===== config.mk =====
export PLATFORM = sky130hd
export DESIGN_NAME = rle_packet_decoder
export DESIGN_NICKNAME = d
export VERILOG_FILES = /design/src/design/rled_pkg.sv /design/src/design/rled_core.sv /design/src/design/rle_packet_decoder.sv
export SDC_FILE = /design/constraint.sdc
export NUM_CORES = 1
export LEC_CHECK = 0
export ABC_CLOCK_PERIOD_IN_PS = 4750
export BUFFER_PORTS_ARGS = -buffer_cell sky130_fd_sc_hd__buf_2
export CAP_MARGIN = 40
export CORE_MARGIN = 2
export CORE_UTILIZATION = 35
export CTS_BUF_LIST = sky130_fd_sc_hd__clkbuf_16
export CTS_CLUSTER_DIAMETER = 120
export DETAILED_ROUTE_END_ITERATION = 12
export MAX_ROUTING_LAYER = met4
export PLACE_DENSITY = 0.56
export SLEW_MARGIN = 20
export SYNTH_ARGS = -nofsm -noshare
export SYNTH_HDL_FRONTEND = slang
export SYNTH_SLANG_ARGS = --single-unit

===== constraint.sdc =====
create_clock -name clk -period 4.75 [get_ports clk]
set_clock_uncertainty 0.05 [all_clocks]
set_input_delay 1.425 -clock clk [delete_from_list [all_inputs] [get_ports clk]]
set_output_delay 1.425 -clock clk [all_outputs]
set_load 0.005 [all_outputs]

===== src/design/rled_pkg.sv =====
// Shared types and constants for the run-length packet decoder.
// No dependencies; used by rled_core, rle_packet_decoder, rled_stream_checker and the testbench.
`timescale 1ns / 1ps

package rled_pkg;

	localparam logic [31:0] MAGIC_VALUE = 32'h21494D46;
	localparam int unsigned LEN_BITS = 7;

	typedef enum logic [2:0] {
		PH_HEADER  = 3'd0,
		PH_CONTROL = 3'd1,
		PH_LITERAL = 3'd2,
		PH_REPEAT  = 3'd3,
		PH_DRAIN   = 3'd4
	} phase_t;

	typedef enum logic [2:0] {
		ST_DATA     = 3'd0,
		ST_OK       = 3'd1,
		ST_MAGIC    = 3'd2,
		ST_OVERFLOW = 3'd3,
		ST_MISMATCH = 3'd4,
		ST_TRUNC    = 3'd5
	} status_t;

	typedef struct packed {
		logic [7:0] value;
		logic [7:0] count;
		status_t    status;
		logic       finished;
	} result_t;

endpackage


===== src/design/rled_core.sv =====
// Decoder state and single-step update: header parse, packet decode, status.
// Depends on rled_pkg.
`timescale 1ns / 1ps

module rled_core import rled_pkg::*; (
	input  logic       clk,
	input  logic       arst_n,
	input  logic       step,
	input  logic [7:0] in_byte,
	input  logic       end_of_file,
	output logic       have,
	output result_t    res
);

	phase_t      phase_q, phase_nxt;
	logic [3:0]  hdr_idx_q, hdr_idx_nxt;
	logic [31:0] magic_q, magic_nxt;
	logic [31:0] pkts_q, pkts_nxt;
	logic [63:0] exp_q, exp_nxt;
	logic [63:0] prod_q, prod_nxt;
	logic [7:0]  run_q, run_nxt;

	always_ff @(posedge clk or negedge arst_n) begin
		if (!arst_n) begin
			phase_q   <= PH_HEADER;
			hdr_idx_q <= '0;
			magic_q   <= '0;
			pkts_q    <= '0;
			exp_q     <= '0;
			prod_q    <= '0;
			run_q     <= '0;
		end else if (step) begin
			phase_q   <= phase_nxt;
			hdr_idx_q <= hdr_idx_nxt;
			magic_q   <= magic_nxt;
			pkts_q    <= pkts_nxt;
			exp_q     <= exp_nxt;
			prod_q    <= prod_nxt;
			run_q     <= run_nxt;
		end
	end

	logic [63:0] room;
	logic        full;
	logic        room_short;
	logic [4:0]  lane;

	always_comb begin
		room       = exp_q - prod_q;
		full       = (prod_q >= exp_q);
		room_short = (room[63:8] == '0) && (room[7:0] < run_q);
		lane       = {hdr_idx_q[1:0], 3'b000};

		phase_nxt   = phase_q;
		hdr_idx_nxt = hdr_idx_q;
		magic_nxt   = magic_q;
		pkts_nxt    = pkts_q;
		exp_nxt     = exp_q;
		prod_nxt    = prod_q;
		run_nxt     = run_q;
		have        = 1'b0;
		res         = '{value: 8'd0, count: 8'd0, status: ST_DATA, finished: 1'b0};

		unique case (phase_q)
			PH_HEADER: begin
				unique case (hdr_idx_q[3:2])
					2'b00:   magic_nxt[lane +: 8] = in_byte;
					2'b01:   pkts_nxt[lane +: 8] = in_byte;
					default: exp_nxt[{hdr_idx_q[2:0], 3'b000} +: 8] = in_byte;
				endcase
				if (hdr_idx_q == 4'd15) begin
					hdr_idx_nxt = '0;
					if (magic_nxt != MAGIC_VALUE) begin
						have = 1'b1;
						res.finished = 1'b1;
						res.status = ST_MAGIC;
					end else if (pkts_nxt == '0) begin
						have = 1'b1;
						res.finished = 1'b1;
						res.status = (exp_nxt == '0) ? ST_OK : ST_MISMATCH;
					end else begin
						phase_nxt = PH_CONTROL;
					end
				end else begin
					hdr_idx_nxt = hdr_idx_q + 4'd1;
				end
			end
			PH_CONTROL: begin
				pkts_nxt = pkts_q - 32'd1;
				run_nxt  = {1'b0, in_byte[LEN_BITS-1:0]} + 8'd1;
				if (in_byte[LEN_BITS]) begin
					phase_nxt = PH_REPEAT;
				end else if (full) begin
					have = 1'b1;
					res.finished = 1'b1;
					res.status = ST_OVERFLOW;
				end else begin
					phase_nxt = PH_LITERAL;
				end
			end
			PH_LITERAL: begin
				have = 1'b1;
				if (full) begin
					res.finished = 1'b1;
					res.status = ST_OVERFLOW;
				end else begin
					res.value = in_byte;
					res.count = 8'd1;
					prod_nxt  = prod_q + 64'd1;
					run_nxt   = run_q - 8'd1;
					if (run_q == 8'd1) begin
						if (pkts_q == '0) begin
							res.finished = 1'b1;
							res.status = (prod_nxt == exp_q) ? ST_OK : ST_MISMATCH;
						end else begin
							phase_nxt = PH_CONTROL;
						end
					end
				end
			end
			PH_REPEAT: begin
				have    = 1'b1;
				run_nxt = '0;
				if (room == '0) begin
					res.finished = 1'b1;
					res.status = ST_OVERFLOW;
				end else if (room_short) begin
					// clip to what the original size still allows
					res.value = in_byte;
					res.count = room[7:0];
					prod_nxt  = exp_q;
					res.finished = 1'b1;
					res.status = ST_OVERFLOW;
				end else begin
					res.value = in_byte;
					res.count = run_q;
					prod_nxt  = prod_q + {56'd0, run_q};
					if (pkts_q == '0) begin
						res.finished = 1'b1;
						res.status = (prod_nxt == exp_q) ? ST_OK : ST_MISMATCH;
					end else begin
						phase_nxt = PH_CONTROL;
					end
				end
			end
			PH_DRAIN: begin
			end
			default: begin
			end
		endcase

		// end of file on a byte that does not close decoding
		if (end_of_file && phase_q != PH_DRAIN && !res.finished) begin
			have = 1'b1;
			res.finished = 1'b1;
			res.status = ST_TRUNC;
		end

		if (end_of_file) begin
			phase_nxt   = PH_HEADER;
			hdr_idx_nxt = '0;
			magic_nxt   = '0;
			pkts_nxt    = '0;
			exp_nxt     = '0;
			prod_nxt    = '0;
			run_nxt     = '0;
		end else if (res.finished) begin
			phase_nxt = PH_DRAIN;
		end
	end

endmodule


===== src/design/rle_packet_decoder.sv =====
// Run-length packet decoder top: input register, decode step, result register.
// A transferred byte is held in the input register, decoded, and its result held in the result register.
// Throughput: one byte per cycle while results are taken; the decode step is a single pass per byte.
// Ready drops only while a held result is not taken.
// Reset (arst_n low, asynchronous): header parsing, all counters zero, no result.
// Depends on rled_pkg and rled_core.
`timescale 1ns / 1ps

module rle_packet_decoder import rled_pkg::*; (
	input  logic       clk,
	input  logic       arst_n,
	input  logic       in_valid,
	output logic       in_ready,
	input  logic [7:0] in_byte,
	input  logic       end_of_file,
	output logic       out_valid,
	input  logic       out_ready,
	output logic [7:0] out_value,
	output logic [7:0] out_count,
	output logic [2:0] status,
	output logic       finished
);

	logic       in_valid_s1;
	logic [7:0] in_byte_s1;
	logic       eof_s1;

	logic       out_valid_q;
	result_t    res_q;

	logic       out_free;
	logic       step;
	logic       have;
	result_t    res;

	assign out_free = !out_valid_q || out_ready;
	assign step     = in_valid_s1 && out_free;
	assign in_ready = !in_valid_s1 || step;

	always_ff @(posedge clk or negedge arst_n) begin
		if (!arst_n) begin
			in_valid_s1 <= 1'b0;
		end else if (in_ready) begin
			in_valid_s1 <= in_valid;
		end
	end

	always_ff @(posedge clk) begin
		if (in_valid && in_ready) begin
			in_byte_s1 <= in_byte;
			eof_s1     <= end_of_file;
		end
	end

	rled_core u_core (
		.clk         (clk),
		.arst_n      (arst_n),
		.step        (step),
		.in_byte     (in_byte_s1),
		.end_of_file (eof_s1),
		.have        (have),
		.res         (res)
	);

	always_ff @(posedge clk or negedge arst_n) begin
		if (!arst_n) begin
			out_valid_q <= 1'b0;
		end else if (step) begin
			out_valid_q <= have;
		end else if (out_ready) begin
			out_valid_q <= 1'b0;
		end
	end

	// hold the result until its transfer
	always_ff @(posedge clk) begin
		if (step && have) begin
			res_q <= res;
		end
	end

	assign out_valid = out_valid_q;
	assign out_value = res_q.value;
	assign out_count = res_q.count;
	assign status    = res_q.status;
	assign finished  = res_q.finished;

endmodule


==> impl_results.md <==
* Tmin final at slightly below 5 ns
* Residual DRC at 0
* Async SR Flop Fraction at 0.878
* Largest net degree at the start of global routing at 83
* Final WL at ~140 mm
* Final WS setup at -0.210 ns
* # port buffers at 34
* Setup CP Type: flip-flop to flip-flop
* Wire length per cell at 29.5 um
* Peak fanout along the critical path at 9
* Total CTS buffers at 28
* DIE HEIGHT at between 200 and 300 um
* Seq/Total Area, Yosys at 0.266
* Max-cap violation count at 0
* Hold_buf cts at 0
* Post-DRT Antenna Nets at 0
* RSZ-0062 raised after global routing: yes
* Flops & latches, synth at between 200 and 250
* Core footprint at around 0.065 mm^2
* # H-tree levels at 1
* Clock Sinks at roughly 240
* Synth-to-Final Area Change at 41.5%
* Vias at 28.9k
* Worst Setup EP: u_core.prod_q[30]$_DFFE_PN0P_
* Top FF cell, synth: dfrtp_1
* CP Launch Type: flip-flop
* Final Hold Fails at 0
* Endpoints failing setup at 38
* Area of the mapped netlist at approximately 0.023 mm^2
* R2R Path End: u_core.prod_q[30]$_DFFE_PN0P_
* Finished Layout Cells at 4622
* Fillers at 6461
* Placed Instances at 4510
* Max Freq at 202 MHz
* Clk Latency, worst-skew pair at 0.63 ns
* Worst R2R Setup Slack at -0.21 ns
* Leakage power at 14.6 nW
* Design area at 0.0325 mm^2
* Final nets at between 3k and 4k
* Status: finished with violations
* Count of flip-flops with a built-in enable after synthesis at 29
* Syn Inst Count at 3000
* Crit path arrival time at around 5.4 ns
* Synth cell types at 95
* Worst setup startpoint: u_core.prod_q[23]$_DFFE_PN0P_
* 1st-iter DRT viols at 3644
* Root Driver: clkbuf_16
* Hold Path Class: flip-flop to flip-flop
* Die area at slightly below 0.07 mm^2
* CTS max path bufs at 3
* Clock tree from TritonCTS: done
* Antenna violations before repair at 3
* Pwr Density at 205 mW/mm^2
* Placer Congestion at 1.07
* Max-slew headroom at 0.374
* Reg2reg start: u_core.prod_q[23]$_DFFE_PN0P_
* Dpl hpwl at between 100 and 150 mm
* Global-route usage over all layers at 0.400
* First-pass detailed-route iteration total at 7
* Area post-placement at 0.0297 mm^2
* Top-Level Pins at 35
* Reg2Reg Depth at 22
* Avg Inst Size Synth at 7.65 um^2
* Overflow after GRT at 0
* Clock transition at path regs at roughly 0.070 ns
* Via-to-Cell Ratio at 6.26
* FP Rows at 93
* Place WS at -0.939 ns
* Slew @ Worst Pin at 0.931 ns
* Syn_nets at 3106
* CP required at 5.21 ns
* Hold path start: u_core.magic_q[0]$_DFFE_PN0P_
* First-pass GRT wire length at 192 mm
* Worst setup EP type: flip-flop
* Initial Utilization at 0.355
* Share of cells above drive strength 1 at 0.310
* Die X at 260 um
* Final Max Slew Viols at 0
* Vias in the first global route at approximately 27k
* Maximum vdd drop at just under 300 uV
* Failing checks: setup timing
* Synthesis Warnings at 0
* Period utilization at 1.04
stage by stage:
step                setup TNS [ns]  utilization  power, mW  hold slack [ns]
floorplan                        0            -       3.11            0.389
global placement            -58.58        0.458       3.89            0.412
detailed placement          -61.24        0.459       3.91            0.415
CTS                              0        0.482       6.34            0.429
global route                 -9.31        0.502       6.84            0.470
finish                       -2.47        0.502       6.65            0.425
report_power, final:
group	total, mW	internal, mW	switching, mW
Clock	2.32	1.30	1.02
Sequential	2.18	2.12	0.0621
Combinational	2.16	0.830	1.33
worst max-delay path, cell delays in order (launching register included):
cell,delay (ns)
dfrtp_1,0.39
inv_1,0.23
ha_4,0.27
a21oi_2,0.21
o21ai_0,0.20
a21oi_2,0.19
buf_4,0.17
o21ai_2,0.09
a21oi_4,0.33
a31oi_4,0.16
xor2_2,0.21
or4_4,0.55
nor4_4,0.29
buf_6,0.18
nand4_1,0.18
buf_6,0.22
buf_6,0.12
nor2_4,0.11
buf_6,0.17
buf_6,0.13
nand2_2,0.05
o211ai_1,0.09
a22o_1,0.22
worst min-delay path by stage:
| stage | endpoint | slack, ns | cells after the start |
|---|---|---|---|
| after detailed placement | u_core.magic_q[0]$_DFFE_PN0P_ | 0.41 | 2 |
| final | u_core.magic_q[0]$_DFFE_PN0P_ | 0.42 | 2 |
| after global placement | u_core.magic_q[0]$_DFFE_PN0P_ | 0.41 | 2 |
| after global routing | u_core.magic_q[15]$_DFFE_PN0P_ | 0.47 | 2 |
| after floorplan | u_core.magic_q[0]$_DFFE_PN0P_ | 0.39 | 2 |
| after CTS | u_core.magic_q[0]$_DFFE_PN0P_ | 0.43 | 2 |
cell families (layout without fill, tap and decap cells):
group | count (synthesis) | count (layout) | synth area share
AOI/OAI and AO/OA | 945 | 945 | 0.274
xor gates and xnor gates | 250 | 250 | 0.0954
adders and majority gates | 93 | 93 | 0.0513
buffers and inverters | 295 | 1057 | 0.0542
DFF | 238 | 238 | 0.266
muxes | 19 | 19 | 0.00915
other | 0 | 5 | 0
and+or+nand+nor | 1160 | 1160 | 0.251
state kept, by name, indices dropped and copies added (netlist names), 4 cells and up:
name and flops:
in_byte_s1 8, out_count 8, out_value 8, u_core.exp_q 64, u_core.hdr_idx_q 4, u_core.magic_q 32, u_core.pkts_q 32, u_core.prod_q 64
u_core.run_q 8
synthesized netlist by cell type, types with 9 or more instances:
master	n	share of area
inv_1	115	0.019
and3_1	23	0.0063
or2_2	13	0.0035
and2_1	22	0.0060
a211o_1	12	0.0046
o22ai_1	33	0.0090
o211ai_1	41	0.013
buf_2	36	0.0078
nor3_1	125	0.027
mux2i_1	12	0.0052
and4_1	9	0.0034
xnor2_1	176	0.067
clkbuf_1	117	0.019
or4_1	16	0.0052
nor4_1	67	0.018
nor2_1	263	0.043
a31oi_1	47	0.013
nand4_1	91	0.025
o21a_1	27	0.0088
nand2_1	309	0.051
o21bai_1	11	0.0036
o21ai_1	27	0.0059
a21oi_1	199	0.043
a22oi_1	26	0.0085
o2111ai_1	14	0.0053
nor2b_1	22	0.0060
a21o_1	18	0.0059
a311oi_1	11	0.0042
nor3b_1	11	0.0036
edfxtp_1	29	0.038
a221oi_1	11	0.0042
a211oi_1	27	0.0088
a32o_1	13	0.0057
o31ai_1	16	0.0052
ha_1	91	0.050
a22o_1	103	0.039
nand3b_1	10	0.0033
o21ai_0	218	0.048
dfrtp_1	209	0.23
buf_4	10	0.0033
nand2b_1	24	0.0065
xor2_1	74	0.028
nand3_1	94	0.020
or3_1	30	0.0082
o311ai_0	9	0.0034
layout by cell type (no fill, tap or decap), types with 26 or more instances in the layout:
master       n
buf_6       26
a22o_1     103
o211ai_1    41
ha_1        75
nand4_1     91
xor2_1      71
edfxtp_1    29
a21oi_1    174
or3_1       26
a31oi_1     41
buf_2       34
o22ai_1     30
nor2_1     251
xnor2_1    173
o21ai_1     39
a22oi_1     26
a21oi_2     27
nor3_1     115
clkbuf_16   33
buf_4      781
buf_12      36
nand2_1    304
dfrtp_1    209
nand3_1     87
inv_1      113
o21ai_0    182
nor4_1      57
what timing repair did:
item	CTS	global route
gates cloned	1	5
resized for setup	97	206
pin swaps	13	70
buffers inserted	15	37
endpoints found under the setup margin	87	103
area by class of cell:
class	instances	area, um^2	share of cell area
multi-input combinational	2467	16700	0.513
timing repair buffer	889	7270	0.224
sequential	238	6100	0.188
tap	855	1070	0.0329
clock buffer	28	701	0.0216
inverter	116	435	0.0134
clock inverter	24	255	0.00785
antenna	5	12.5	0.000385
metal layers:
layer	global-route usage	share of wire
met1	0.508	0.40
met2	0.613	0.44
met3	0.0634	0.093
met4	0.212	0.072
met5	-	0
(Power assumes the default switching activity.)
